**src/hdl/rs_pkg.sv**
```systemverilog
`timescale 1ns / 1ps
// ---------------------------------------------------------------------------
// rs_pkg
// Shared types and constants of the reversible stack.
// ---------------------------------------------------------------------------
package rs_pkg;

    localparam int DEPTH       = 16;
    localparam int ADDR_W      = (DEPTH > 1) ? $clog2(DEPTH) : 1;
    localparam int CNT_W       = $clog2(DEPTH + 1);
    localparam int DATA_W      = 32;
    localparam int COUNT_OUT_W = 5;

    localparam logic [ADDR_W-1:0] LAST_ADDR   = ADDR_W'(DEPTH - 1);
    localparam logic [CNT_W-1:0]  FULL_COUNT  = CNT_W'(DEPTH);
    localparam logic [DATA_W-1:0] EMPTY_VALUE = {DATA_W{1'b1}};

    typedef enum logic [1:0] {
        FUNC_PUSH = 2'd0,
        FUNC_POP  = 2'd1,
        FUNC_FLIP = 2'd2,
        FUNC_NOP  = 2'd3
    } func_t;

    typedef enum logic {
        ST_IDLE,
        ST_READ
    } state_t;

    typedef struct packed {
        logic              wr_en;
        logic [ADDR_W-1:0] wr_addr;
        logic [DATA_W-1:0] wr_data;
        logic              rd_en;
        logic [ADDR_W-1:0] rd_addr;
    } mem_req_t;

    typedef struct packed {
        logic signed [DATA_W-1:0] top_value;
        logic                     is_empty;
        logic [COUNT_OUT_W-1:0]   entry_count;
        logic                     overflow;
        logic                     underflow;
    } result_t;

    function automatic logic [ADDR_W-1:0] ring_up(input logic [ADDR_W-1:0] i);
        return (i == LAST_ADDR) ? '0 : i + ADDR_W'(1);
    endfunction

    function automatic logic [ADDR_W-1:0] ring_down(input logic [ADDR_W-1:0] i);
        return (i == '0) ? LAST_ADDR : i - ADDR_W'(1);
    endfunction

endpackage

```
**src/hdl/rs_if.sv**
```systemverilog
`timescale 1ns / 1ps
// ---------------------------------------------------------------------------
// rs_cmd_if / rs_rsp_if
// Valid/ready channels for stack operations and their results.
// ---------------------------------------------------------------------------
interface rs_cmd_if;
    logic               valid;
    logic               ready;
    logic [1:0]         func;
    logic signed [31:0] push_value;

    modport source (output valid, output func, output push_value, input ready);
    modport sink   (input valid, input func, input push_value, output ready);
endinterface

interface rs_rsp_if;
    logic               valid;
    logic               ready;
    logic signed [31:0] top_value;
    logic               is_empty;
    logic [4:0]         entry_count;
    logic               overflow;
    logic               underflow;

    modport source (output valid, output top_value, output is_empty,
                    output entry_count, output overflow, output underflow,
                    input ready);
    modport sink   (input valid, input top_value, input is_empty,
                    input entry_count, input overflow, input underflow,
                    output ready);
endinterface

```
**src/hdl/rs_store.sv**
```systemverilog
`timescale 1ns / 1ps
// ---------------------------------------------------------------------------
// rs_store
// Entry memory: one write port, one read port with registered read data.
// ---------------------------------------------------------------------------
module rs_store (
    input  logic                     clk,
    input  rs_pkg::mem_req_t         req,
    output logic [rs_pkg::DATA_W-1:0] rd_data
);
    import rs_pkg::*;

    logic [DATA_W-1:0] mem [DEPTH];
    logic [DATA_W-1:0] rd_data_reg;

    always_ff @(posedge clk)
    begin
        if (req.wr_en)
        begin
            mem[req.wr_addr] <= req.wr_data;
        end
    end

    always_ff @(posedge clk)
    begin
        if (req.rd_en)
        begin
            rd_data_reg <= mem[req.rd_addr];
        end
    end

    assign rd_data = rd_data_reg;

endmodule

```
**src/hdl/rs_ctrl.sv**
```systemverilog
`timescale 1ns / 1ps
// ---------------------------------------------------------------------------
// rs_ctrl
// Ring pointers, count and orientation; issues memory accesses and builds
// the result of each request once the top entry has been read.
// ---------------------------------------------------------------------------
module rs_ctrl (
    input  logic                      clk,
    input  logic                      rst_n,
    rs_cmd_if.sink                    cmd,
    output rs_pkg::mem_req_t          mem_req,
    input  logic [rs_pkg::DATA_W-1:0] rd_data,
    output logic                      res_valid,
    output rs_pkg::result_t           res,
    input  logic                      res_taken
);
    import rs_pkg::*;

    state_t            state_reg, state_next;
    logic [ADDR_W-1:0] front_reg, front_next;
    logic [ADDR_W-1:0] back_reg, back_next;
    logic [CNT_W-1:0]  count_reg, count_next;
    logic              rev_reg, rev_next;
    logic              ovf_reg, ovf_next;
    logic              unf_reg, unf_next;
    logic              bypass_reg, bypass_next;
    logic [DATA_W-1:0] val_reg;
    logic              accept;
    logic              write_en;
    logic [ADDR_W-1:0] write_addr;

    assign accept = cmd.valid && cmd.ready;

    // next state
    always_comb
    begin
        state_next = state_reg;
        case (state_reg)
            ST_IDLE:
            begin
                if (accept)
                begin
                    state_next = ST_READ;
                end
            end
            ST_READ:
            begin
                if (res_taken)
                begin
                    state_next = ST_IDLE;
                end
            end
            default:
            begin
                state_next = ST_IDLE;
            end
        endcase
    end

    // outputs of the state machine
    always_comb
    begin
        cmd.ready = 1'b0;
        res_valid = 1'b0;
        case (state_reg)
            ST_IDLE:
            begin
                cmd.ready = 1'b1;
            end
            ST_READ:
            begin
                res_valid = 1'b1;
            end
            default:
            begin
                cmd.ready = 1'b0;
            end
        endcase
    end

    // pointer update
    always_comb
    begin
        front_next  = front_reg;
        back_next   = back_reg;
        count_next  = count_reg;
        rev_next    = rev_reg;
        ovf_next    = 1'b0;
        unf_next    = 1'b0;
        bypass_next = 1'b0;
        write_en    = 1'b0;
        write_addr  = front_reg;
        case (func_t'(cmd.func))
            FUNC_PUSH:
            begin
                if (count_reg == FULL_COUNT)
                begin
                    ovf_next = 1'b1;
                end
                else
                begin
                    write_en    = 1'b1;
                    bypass_next = 1'b1;
                    count_next  = count_reg + CNT_W'(1);
                    if (!rev_reg)
                    begin
                        front_next = ring_up(front_reg);
                        write_addr = front_next;
                    end
                    else
                    begin
                        back_next  = ring_down(back_reg);
                        write_addr = back_next;
                    end
                end
            end
            FUNC_POP:
            begin
                if (count_reg == '0)
                begin
                    unf_next = 1'b1;
                end
                else
                begin
                    count_next = count_reg - CNT_W'(1);
                    if (!rev_reg)
                    begin
                        front_next = ring_down(front_reg);
                    end
                    else
                    begin
                        back_next = ring_up(back_reg);
                    end
                end
            end
            FUNC_FLIP:
            begin
                rev_next = !rev_reg;
            end
            default:
            begin
                rev_next = rev_reg;
            end
        endcase
    end

    always_comb
    begin
        mem_req.wr_en   = accept && write_en;
        mem_req.wr_addr = write_addr;
        mem_req.wr_data = cmd.push_value;
        mem_req.rd_en   = accept;
        mem_req.rd_addr = rev_next ? back_next : front_next;
    end

    always_ff @(posedge clk or negedge rst_n)
    begin
        if (!rst_n)
        begin
            state_reg <= ST_IDLE;
            front_reg <= LAST_ADDR;
            back_reg  <= '0;
            count_reg <= '0;
            rev_reg   <= 1'b0;
        end
        else
        begin
            state_reg <= state_next;
            if (accept)
            begin
                front_reg <= front_next;
                back_reg  <= back_next;
                count_reg <= count_next;
                rev_reg   <= rev_next;
            end
        end
    end

    always_ff @(posedge clk)
    begin
        if (accept)
        begin
            ovf_reg    <= ovf_next;
            unf_reg    <= unf_next;
            bypass_reg <= bypass_next;
            val_reg    <= cmd.push_value;
        end
    end

    // pushed value bypasses the memory read of the same entry
    always_comb
    begin
        if (count_reg == '0)
        begin
            res.top_value = EMPTY_VALUE;
        end
        else if (bypass_reg)
        begin
            res.top_value = val_reg;
        end
        else
        begin
            res.top_value = rd_data;
        end
        res.is_empty    = (count_reg == '0);
        res.entry_count = COUNT_OUT_W'(count_reg);
        res.overflow    = ovf_reg;
        res.underflow   = unf_reg;
    end

endmodule

```
**src/hdl/reversible_stack.sv**
```systemverilog
`timescale 1ns / 1ps
// ---------------------------------------------------------------------------
// reversible_stack
// LIFO stack held in a ring of entries whose order can be flipped in one
// request.
//
// cmd carries one request: func (push, pop, flip, no-op) and push_value.
// rsp returns one result per request: the logical top (-1 when empty),
// is_empty, entry_count and the overflow and underflow flags.
// Pointers are updated and the new top entry is read in the cycle of
// acceptance; the read data returns in the following cycle from the entry
// memory's registered port and goes to the output register. A new request
// is accepted only once the previous result has left the read state.
// The next request is accepted while a result still waits in the output
// register; a stalled receiver holds the result and, once the output
// register and the read stage are both full, cmd.ready stays low.
// Reset empties the stack and clears the orientation; memory contents are
// not cleared, since read data is used only for entries written by a push.
// ---------------------------------------------------------------------------
module reversible_stack (
    input  logic   clk,
    input  logic   rst_n,
    rs_cmd_if.sink   cmd,
    rs_rsp_if.source rsp
);
    import rs_pkg::*;

    mem_req_t          mem_req;
    logic [DATA_W-1:0] rd_data;
    logic              res_valid;
    result_t           res;
    logic              res_taken;
    logic              out_valid_reg;
    result_t           out_reg;

    rs_store u_store (
        .clk     (clk),
        .req     (mem_req),
        .rd_data (rd_data)
    );

    rs_ctrl u_ctrl (
        .clk       (clk),
        .rst_n     (rst_n),
        .cmd       (cmd),
        .mem_req   (mem_req),
        .rd_data   (rd_data),
        .res_valid (res_valid),
        .res       (res),
        .res_taken (res_taken)
    );

    assign res_taken = res_valid && (!out_valid_reg || rsp.ready);

    always_ff @(posedge clk or negedge rst_n)
    begin
        if (!rst_n)
        begin
            out_valid_reg <= 1'b0;
        end
        else if (res_taken)
        begin
            out_valid_reg <= 1'b1;
        end
        else if (rsp.ready)
        begin
            out_valid_reg <= 1'b0;
        end
    end

    always_ff @(posedge clk)
    begin
        if (res_taken)
        begin
            out_reg <= res;
        end
    end

    assign rsp.valid       = out_valid_reg;
    assign rsp.top_value   = out_reg.top_value;
    assign rsp.is_empty    = out_reg.is_empty;
    assign rsp.entry_count = out_reg.entry_count;
    assign rsp.overflow    = out_reg.overflow;
    assign rsp.underflow   = out_reg.underflow;

endmodule
```
**src/flat_wrapper.sv**
```systemverilog
// flat-port wrapper written by rule: the top's interface ports become plain ports
module reversible_stack_flat import rs_pkg::*;
  (clk, rst_n, cmd_valid, cmd_func, cmd_push_value, cmd_ready, rsp_valid, rsp_top_value, rsp_is_empty, rsp_entry_count, rsp_overflow, rsp_underflow, rsp_ready);
  rs_cmd_if cmd_i ();
  rs_rsp_if rsp_i ();
  input  logic clk;
  input  logic rst_n;
  input wire logic [$bits(cmd_i.valid)-1:0] cmd_valid;
  input wire logic [$bits(cmd_i.func)-1:0] cmd_func;
  input wire logic [$bits(cmd_i.push_value)-1:0] cmd_push_value;
  output wire logic [$bits(cmd_i.ready)-1:0] cmd_ready;
  output wire logic [$bits(rsp_i.valid)-1:0] rsp_valid;
  output wire logic [$bits(rsp_i.top_value)-1:0] rsp_top_value;
  output wire logic [$bits(rsp_i.is_empty)-1:0] rsp_is_empty;
  output wire logic [$bits(rsp_i.entry_count)-1:0] rsp_entry_count;
  output wire logic [$bits(rsp_i.overflow)-1:0] rsp_overflow;
  output wire logic [$bits(rsp_i.underflow)-1:0] rsp_underflow;
  input wire logic [$bits(rsp_i.ready)-1:0] rsp_ready;
  assign cmd_i.valid = cmd_valid;
  assign cmd_i.func = cmd_func;
  assign cmd_i.push_value = cmd_push_value;
  assign cmd_ready = cmd_i.ready;
  assign rsp_valid = rsp_i.valid;
  assign rsp_top_value = rsp_i.top_value;
  assign rsp_is_empty = rsp_i.is_empty;
  assign rsp_entry_count = rsp_i.entry_count;
  assign rsp_overflow = rsp_i.overflow;
  assign rsp_underflow = rsp_i.underflow;
  assign rsp_i.ready = rsp_ready;
  reversible_stack u_core (.clk(clk), .rst_n(rst_n), .cmd(cmd_i), .rsp(rsp_i));
endmodule
```
**config.mk**
```make
export PLATFORM = sky130hd
export DESIGN_NAME = reversible_stack_flat
export DESIGN_NICKNAME = d
export VERILOG_FILES = /design/src/hdl/rs_pkg.sv /design/src/hdl/rs_if.sv /design/src/hdl/rs_store.sv /design/src/hdl/rs_ctrl.sv /design/src/hdl/reversible_stack.sv /design/src/flat_wrapper.sv
export SDC_FILE = /design/constraint.sdc
export NUM_CORES = 1
export LEC_CHECK = 0
export ABC_AREA = 1
export BUFFER_PORTS_ARGS = -buffer_cell sky130_fd_sc_hd__buf_2
export CORE_UTILIZATION = 35
export CTS_CLUSTER_DIAMETER = 40
export DETAILED_ROUTE_END_ITERATION = 12
export GPL_ROUTABILITY_DRIVEN = 0
export GPL_TIMING_DRIVEN = 0
export PLACE_DENSITY_LB_ADDON = 0.3
export SYNTH_ARGS = -nofsm -noshare
export SYNTH_HDL_FRONTEND = slang
export SYNTH_SLANG_ARGS = --single-unit
```
**constraint.sdc**
```tcl
create_clock -name clk -period 6 [get_ports clk]
set_input_delay 0.6 -clock clk [delete_from_list [all_inputs] [get_ports clk]]
set_output_delay 0.6 -clock clk [all_outputs]
set_load 0.005 [all_outputs]
```
==> results.py, run 1 <==
metrics = {
    "route": {
        "drt-total-wl_um": 81300,
        "wire_per_inst_um": 21.6,
        "vias_per_cell": 5.16,
        "dr.pass1.iters": 7,
        "antenna_left": 0,
        "detail_route.drc_violations": 0,
        "vias": 19400,
        "drt_iter0_drc": 2152,
    },
    "layout": {
        "final_nets": 2723,
        "syn_to_final_growth_pct": 18.2,
        "final_area_mm2": 0.0322,
        "final_cells": 3769,
        "diodes": 0,
        "largest_reg_flops": 512,
        "final_core_util_pct": 42.1,
        "largest-register": "u_core.u_store.mem",
        "layout-drive-gt1-share_pct": 14.6,
    },
    "synth": {
        "ys_types": 33,
        "avgSynthCellArea_um2": 10.9,
        "yosys_warnings": 0,
        "async_reset_ff_share_pct": 2.52,
        "synth_cells": 2497,
        "synth_seq_cells": 635,
        "synth_top_cell_area_share_pct": 68.2,
        "synth_fp_nets": 2543,
        "yosysMostFrequentCell": "nand2_1",
        "ys.flop_type": "edfxtp_1",
        "synth_common_cells": "672 x nand2_1, 635 x nand3_1, 619 x edfxtp_1",
        "syn-cell-area_mm2": 0.0272,
        "yosysTopAreaCell": "edfxtp_1",
        "synth_edf_count": 619,
        "ys_seq_area_share_pct": 69.7,
        "synthTopCellsByArea": "edfxtp_1 68%, nand3_1 12%, nand2_1 9.3%",
    },
    "critical_path": {
        "critPathCaptureType": "register",
        "path_cells": "inv_1, nand2_1, clkbuf_1, inv_4, nand2_1, nor4_1, nand2_1, nor2_4, buf_16",
        "r2r_slack_ps": 2520,
        "cp-startpoint": "u_core.u_ctrl.state_reg",
        "critPathMaxFanout": 38,
        "reg2regPathDepth": 9,
        "crit_path_max_incr_delay_ps": 740,
        "critPathRequiredTime_ps": 6320,
        "cp_common_cell": "nand2_1",
        "cp-start-kind": "register",
        "critical_path.slowest_cell": "nor2_4",
        "endpoint": "u_core.u_store.mem[1][20]",
        "arrival_ps": 3790,
        "r2r-start": "u_core.u_ctrl.state_reg",
        "worstReg2RegEnd": "u_core.u_store.mem[1][20]",
        "crit_type": "register to register",
    },
    "timing": {
        "rsz0062_at_grt": "no",
        "final_hold_viol_count": 0,
        "drv_slew": 0,
        "finalClockSkew_ps": 29.3,
        "setup_ws_ps": 2520,
        "finalHoldWorstSlack_ps": 296,
        "worst_slew_pin_slew_ps": 996,
        "finalCriticalPeriod_ps": 3480,
        "fmax_mhz": 288,
        "fin_crit_sh_pct": 57.9,
        "fin_setup_tns_ps": 0,
        "setup_violations": 0,
        "maxSlewHeadroom_pct": 33.6,
    },
    "place": {
        "hpwl_um": 53400,
        "placed_cells": 3625,
        "dp_slack_ps": 2320,
        "place_area_mm2": 0.0295,
        "io_buffers": 79,
    },
    "status": {
        "status": "complete, no violations",
    },
    "cts": {
        "post_cts_resized": 0,
        "h-tree-depth": 3,
        "clock_latency_ps": 630,
        "cts_setup_buffers": 0,
        "cts.clk_slew.worst_paths_ps": 50,
        "cts_buffers": 79,
        "cts_hold_buf": 1,
        "clk_path_buf_depth": 3,
        "cts_sinks": 635,
        "cts_root_buffer": "clkbuf_16",
        "cts_tree": "built",
    },
    "global_routing": {
        "top_usage_layer": "met2",
        "grtUsageMet2_pct": 34.8,
        "antenna_found_initial": 3,
        "grt_pass1_wl_um": 120000,
        "grt_max_degree": 39,
        "grt_pass1_vias": 18600,
        "grt_use_met3_pct": 2.97,
        "grt_use_total_pct": 20.7,
        "overflow": 0,
        "use_met1_pct": 26.8,
    },
    "power": {
        "irDropWorstVdd_mv": 0.266,
        "power_density_mw_per_mm2": 505,
        "p_leak_nw": 13.0,
        "total_power_mw": 16.3,
    },
    "hold_path": {
        "worst_hold_path_type": "primary input to register",
    },
    "die": {
        "die_h_um": 281,
        "start_util_pct": 35.6,
        "die_area_mm2": 0.0790,
        "coreArea_mm2": 0.0765,
        "rows": 101,
        "dieWidth_um": 281,
        "io_pins": 80,
    },
    "run": {
        "cap_violations": 0,
    },
}
-- power by group --
part / switching, mW / internal (mW)
logic: 4.33 / 1.61
clock network: 1.94 / 2.95
registers: 0.117 / 5.31
total: 6.38 / 9.88
-- critical path: cells and delay by family, from the launching register on --
family / cells / cell delay, ps
AND/OR/NAND/NOR: 5 / 1630
buffers and inverters: 4 / 1130
flip-flops: 1 / 360
-- layout by cell type (no fill, tap or decap), drive strengths merged --
cell         count
nand3          638
edfxtp         619
fa               1
bufinv          10
o211ai           3
buf            234
dlygate4sd3      1
inv            304
nor3             5
dfstp            4
or2              1
nor4             1
a21oi           17
dfrtp           12
xor2             4
clkbuf          98
xnor2            2
a211oi           1
nor2            38
o21ai           29
nand4            2
nand2          676
ha               7
clkinvlp         5
clkinv          27
-- layout make-up --
cell class                 instances  area (um^2)
timing repair buffer              99          831
fill                            7086        44200
clock inverter                    56          649
clock buffer                      87         2060
tap                             1030         1290
inverter                         290         1090
buffer                           147          774
multi-input combinational       1425         6520
sequential                       635        19000
-- cells by family (layout without fill, tap and decap cells) --
logic type / after synthesis / in the layout / synth area share [%]
adder cells (fa/ha/maj): 8 / 8 / 0.395
AND/OR/NAND/NOR: 1361 / 1361 / 21.9
AO/OA/AOI/OAI: 50 / 50 / 0.996
buffers and inverters: 437 / 679 / 6.84
flip-flops: 635 / 635 / 69.7
XOR/XNOR: 6 / 6 / 0.193
-- layer usage --
layer | part of all wire, % | wire length, um
met5 | 0.034 | 28
met4 | 3.3 | 2720
met1 | 40 | 32500
met2 | 49 | 39600
met3 | 7.9 | 6430
-- worst min path at each step --
stage | startpoint | end | slack [ps] | cells after the start
4_1_cts | rsp_ready | u_core.rsp.valid | 270 | 4
2_1_floorplan | rst_n | u_core.rsp.valid | 300 | 0
3_5_place_dp | u_core.u_ctrl.unf_reg | u_core.rsp.underflow | 410 | 0
5_1_grt | rsp_ready | u_core.rsp.valid | 330 | 4
6_report | rsp_ready | u_core.rsp.valid | 300 | 4
3_3_place_gp | u_core.u_ctrl.ovf_reg | u_core.rsp.overflow | 410 | 0
Note: power is estimated with default switching activity, not from simulation.
==> run 2, diff against run 1 <==
clock period = 3.6 ns   (was 6 ns; I/O delays follow)
==> results.py, run 2 (synthesized netlist as in run 1, its figures left out) <==
metrics = {
    "status": {
        "status": "complete, no violations",
    },
    "die": {
        "coreArea_mm2": 0.0765,
        "rows": 101,
        "dieWidth_um": 281,
        "start_util_pct": 35.6,
        "die_area_mm2": 0.0790,
        "io_pins": 80,
        "die_h_um": 281,
    },
    "layout": {
        "final_common_cell": "nand2_1",
        "syn_to_final_growth_pct": 18.9,
        "most-common-layout-cells": "672 x nand2_1, 635 x nand3_1, 619 x edfxtp_1",
        "final_nets": 2735,
        "largest-register": "u_core.u_store.mem",
        "diodes": 0,
        "layout-drive-gt1-share_pct": 14.8,
        "largest_reg_flops": 512,
        "final_area_mm2": 0.0324,
        "final_core_util_pct": 42.4,
    },
    "critical_path": {
        "r2r_slack_ps": 240,
        "critical_path.slowest_cell": "dfstp_2",
        "worstReg2RegEnd": "u_core.u_store.rd_data[11]",
        "cp-start-kind": "register",
        "arrival_ps": 3830,
        "critPathRequiredTime_ps": 4080,
        "path_cells": "inv_1, ha_1, inv_1, nor2_1, a21oi_1, o21ai_1, nand3_1, o21ai_1, buf_2, buf_2, nand2_1, nand3_1, nand3_1, nand2_1",
        "cp_common_cell": "nand3_1",
        "critPathCaptureType": "register",
        "reg2regPathDepth": 14,
        "critPathMaxFanout": 10,
        "crit_type": "register to register",
        "crit_path_max_incr_delay_ps": 560,
        "r2r-start": "u_core.u_ctrl.front_reg[0]",
    },
    "route": {
        "drt_iter0_drc": 1851,
        "detail_route.drc_violations": 0,
        "antenna_left": 0,
        "vias_per_cell": 5.11,
        "vias": 19300,
        "dr.pass1.iters": 5,
        "wire_per_inst_um": 21.6,
        "drt-total-wl_um": 82000,
    },
    "power": {
        "power.share.sequential_pct": 33.4,
        "irDropWorstVdd_mv": 0.408,
        "p_leak_nw": 13.1,
        "pwr-share-clk_pct": 30.3,
        "internal_power_mw": 16.4,
        "p_sw_share_pct": 39.5,
        "power_density_mw_per_mm2": 837,
        "p_comb_share_pct": 36.4,
        "p_switching_mw": 10.7,
    },
    "global_routing": {
        "antenna_found_initial": 0,
        "grt_use_met3_pct": 4.36,
        "grt_use_total_pct": 20.8,
        "grtUsageMet2_pct": 34.4,
        "use_met1_pct": 26.2,
        "grt_pass1_wl_um": 121000,
        "top_usage_layer": "met2",
        "grt_max_degree": 57,
        "overflow": 0,
        "grt_pass1_vias": 18600,
    },
    "cts": {
        "cts_tree": "built",
        "cts_buffers": 82,
        "cts_root_buffer": "clkbuf_16",
        "h-tree-depth": 3,
        "clock_latency_ps": 650,
        "clk_path_buf_depth": 3,
        "cts.clk_slew.worst_paths_ps": 60,
        "cts_sinks": 635,
    },
    "timing": {
        "setup_violations": 0,
        "final_hold_viol_count": 0,
        "worst_slew_pin_slew_ps": 967,
        "fin_crit_sh_pct": 93.2,
        "maxSlewHeadroom_pct": 35.5,
        "finalCriticalPeriod_ps": 3360,
        "finalClockSkew_ps": 21.9,
        "rsz0062_at_grt": "no",
        "drv_slew": 0,
        "fmax_mhz": 298,
    },
    "hold_path": {
        "worstHoldStart": "rsp_ready",
        "holdPathStages": 4,
        "whs_endpoint": "u_core.rsp.valid",
        "worst_hold_path_type": "primary input to register",
    },
    "place": {
        "io_buffers": 79,
        "place_area_mm2": 0.0295,
        "hpwl_um": 53400,
    },
    "run": {
        "cap_violations": 0,
    },
}
## run 2: changes by cell type in the layout (fill, tap and decap cells not counted), moves of 2 or more
cell,delta
clkinv_8,+3
inv_6,-2
bufinv_16,-2
clkinv_4,-5
buf_4,+3
clkinvlp_4,+4
clkbuf_1,+9
buf_12,+6
## run 2: repair_timing
item | in CTS | in global routing
gates resized for setup | 1 | 0
endpoints found under the setup margin | 27 | 135
endpoints found under the hold margin | 16 | 0
buffers inserted | 1 | 7
cloned | 1 | 0
hold buffers | 1 | 0
pin swaps | 2 | 7
## run 2: how the worst max path moves through the flow
stage / from / to / slack [ps]
after detailed placement: u_core.u_ctrl.state_reg / u_core.u_store.mem[1][18] / -130
after floorplan: u_core.u_ctrl.state_reg / u_core.u_store.mem[13][0] / -300
after global routing: u_core.u_ctrl.state_reg / u_core.u_store.mem[1][26] / 70
after global placement: u_core.u_ctrl.state_reg / u_core.u_store.mem[13][11] / -2790
final: u_core.u_ctrl.front_reg[0] / u_core.u_store.rd_data[11] / 240
after CTS: u_core.u_ctrl.state_reg / u_core.u_store.mem[13][12] / -20
## run 2: layout make-up
type                       count  area [um^2]
fill                        7107        44100
sequential                   635        19000
multi-input combinational   1426         6540
clock buffer                  96         2100
tap                         1030         1290
inverter                     290         1090
timing repair buffer         107          946
buffer                       147          774
clock inverter                57          661
## run 2: worst max-delay path, delay by kind of cell, from the launching register on
kind	cells	cell delay (ps)
fa+ha+maj	1	320
buf+inv	4	1050
compound gates	3	440
simple gates	6	840
flops	1	560
## run 2: layer usage
metal	share of wire, %	wire [um]
met1	40	32500
met2	48	39400
met4	4.0	3260
met3	8.3	6770
met5	0	0
## run 2: power by group through the flow
stage / clock network (mW) / logic, mW / registers [mW]
2_1_floorplan: 0 / 5.86 / 9.17
3_3_place_gp: 0 / 9.52 / 9.20
3_5_place_dp: 0 / 9.76 / 9.20
4_1_cts: 8.33 / 9.82 / 9.05
5_1_grt: 8.61 / 10.7 / 9.09
6_report: 8.21 / 9.87 / 9.05
## run 2: stage by stage
stage	worst slack (ps)	TNS, ps	total power, mW	instances	hold slack (ps)
after global placement	-2790	-1318550	18.7	3606	300
after floorplan	-303	-110740	15.0	2497	64.4
after CTS	-21.0	-180	27.2	3781	2.28
after global routing	74.9	0	28.4	3788	57.8
final	244	0	27.1	3788	32.1
after detailed placement	-129	-1540	19.0	3625	311
==> run 3, diff against run 2 <==
CTS_BUF_LIST = sky130_fd_sc_hd__clkbuf_16   (was default)
PLACE_DENSITY_LB_ADDON = 0.08   (was 0.3)
SLEW_MARGIN = 30   (was default)
==> results.py, run 3 (synthesized netlist as in run 1, its figures left out) <==
metrics = {
    "layout": {
        "syn_to_final_growth_pct": 24.1,
        "largest_reg_flops": 512,
        "largest-register": "u_core.u_store.mem",
        "final_nets": 2770,
        "most-common-layout-cells": "672 x nand2_1, 635 x nand3_1, 619 x edfxtp_1",
        "final_common_cell": "nand2_1",
        "final_area_mm2": 0.0338,
        "layout-drive-gt1-share_pct": 16.7,
        "final_core_util_pct": 44.2,
    },
    "timing": {
        "fin_crit_sh_pct": 95.1,
        "rsz0062_at_grt": "no",
        "maxSlewHeadroom_pct": 36.4,
        "finalHoldWorstSlack_ps": 102,
        "fin_setup_tns_ps": 0,
        "setup_violations": 0,
        "drv_slew": 0,
        "final_hold_viol_count": 0,
        "finalCriticalPeriod_ps": 3420,
        "finalClockSkew_ps": 24.8,
        "worst_slew_pin_slew_ps": 954,
        "fmax_mhz": 292,
    },
    "global_routing": {
        "grt_use_total_pct": 22.8,
        "overflow": 0,
        "grt_max_degree": 43,
        "grt_pass1_vias": 18800,
        "antenna_found_initial": 1,
        "grt_pass1_wl_um": 129000,
    },
    "critical_path": {
        "path_depth": 15,
        "worstReg2RegEnd": "u_core.u_store.rd_data[10]",
        "crit_buf_inv": 3,
        "r2r_slack_ps": 180,
        "critPathMaxFanout": 10,
        "endpoint": "u_core.u_store.rd_data[10]",
        "critPathCaptureType": "register",
        "crit_path_max_incr_delay_ps": 570,
        "path_cells": "inv_1, ha_1, a21oi_1, nand3_1, nand3_1, nand3_1, nand2_2, buf_2, buf_2, nand3_1, nand2_1, nand2_1, nand3_1, nand3_1, nand2_1",
        "critical_path.slowest_cell": "dfstp_2",
        "cp-start-kind": "register",
        "cp-startpoint": "u_core.u_ctrl.front_reg[0]",
        "cp_common_cell": "nand3_1",
        "r2r-start": "u_core.u_ctrl.front_reg[0]",
        "cp_top_family": "simple AND/OR/NAND/NOR gates",
        "arrival_ps": 3920,
        "crit_type": "register to register",
        "critPathRequiredTime_ps": 4100,
        "reg2regPathDepth": 15,
    },
    "die": {
        "start_util_pct": 35.6,
        "dieWidth_um": 281,
        "rows": 101,
        "die_area_mm2": 0.0790,
        "die_h_um": 281,
        "io_pins": 80,
        "coreArea_mm2": 0.0765,
    },
    "cts": {
        "cts_setup_buffers": 0,
        "clock_latency_ps": 670,
        "cts_sinks": 635,
        "clk_path_buf_depth": 3,
        "h-tree-depth": 3,
        "cts.clk_slew.worst_paths_ps": 50,
        "cts_tree": "built",
        "cts_buffers": 108,
        "cts_root_buffer": "clkbuf_16",
    },
    "hold_path": {
        "worst_hold_path_type": "primary input to register",
        "holdPathStages": 1,
    },
    "power": {
        "p_leak_nw": 13.8,
        "total_power_mw": 29.8,
        "irDropWorstVdd_mv": 0.595,
        "power_density_mw_per_mm2": 880,
    },
    "route": {
        "antenna_left": 0,
        "drt-total-wl_um": 88400,
        "wire_per_inst_um": 23.0,
        "drt_iter0_drc": 1647,
        "dr.pass1.iters": 6,
        "vias_per_cell": 5.01,
        "detail_route.drc_violations": 0,
        "vias": 19300,
    },
    "status": {
        "status": "complete, no violations",
    },
    "run": {
        "cap_violations": 0,
    },
    "place": {
        "hpwl_um": 59000,
        "place_area_mm2": 0.0300,
        "io_buffers": 79,
    },
}
run 3: worst min path at each step:
stage,to,from,slack [ps]
6_report,u_core.u_store.mem[3][19],cmd_push_value[19],100
5_1_grt,u_core.u_ctrl.val_reg[2],cmd_push_value[2],100
4_1_cts,u_core.u_ctrl.val_reg[3],cmd_push_value[3],70
3_5_place_dp,u_core.u_ctrl.state_reg,rst_n,320
3_3_place_gp,u_core.rsp.valid,rst_n,310
2_1_floorplan,u_core.rsp.valid,rst_n,60
run 3: layout make-up:
cell class | instances | area (um^2)
Tap cell | 1030 | 1290
Buffer | 147 | 774
Sequential cell | 635 | 19000
Inverter | 290 | 1090
Timing Repair Buffer | 117 | 1370
Fill cell | 7085 | 42600
Antenna cell | 1 | 2.50
Clock inverter | 95 | 1040
Clock buffer | 109 | 2730
Multi-Input combinational cell | 1425 | 6520
run 3: per-stage QoR:
step | instances | setup slack (ps)
floorplan | 2497 | -303
global placement | 3606 | -3140
detailed placement | 3642 | 197
CTS | 3848 | 188
global route | 3848 | 32.9
finish | 3849 | 176
run 3: power breakdown:
group | total (mW) | internal (mW) | switching (mW) | leakage, nW
Clock | 10.5 | 6.73 | 3.80 | 1.86
Combinational | 10.2 | 2.71 | 7.46 | 6.09
Sequential | 9.05 | 8.86 | 0.191 | 5.81
Total | 29.8 | 18.3 | 11.5 | 13.8
run 3: repair_timing:
item                      4_1_cts  5_1_grt
hold buffers                    2        0
resized for setup               0        0
hold endpoints to repair       17        0
run 3: layer usage:
metal	GRT usage, %	vias up	part of all wire (%)
met5	0	-	0.015
met3	3.44	133	5.7
met2	37.3	612	48
met4	6.95	2	2.2
li1	-	9031	-
met1	31.0	9510	44
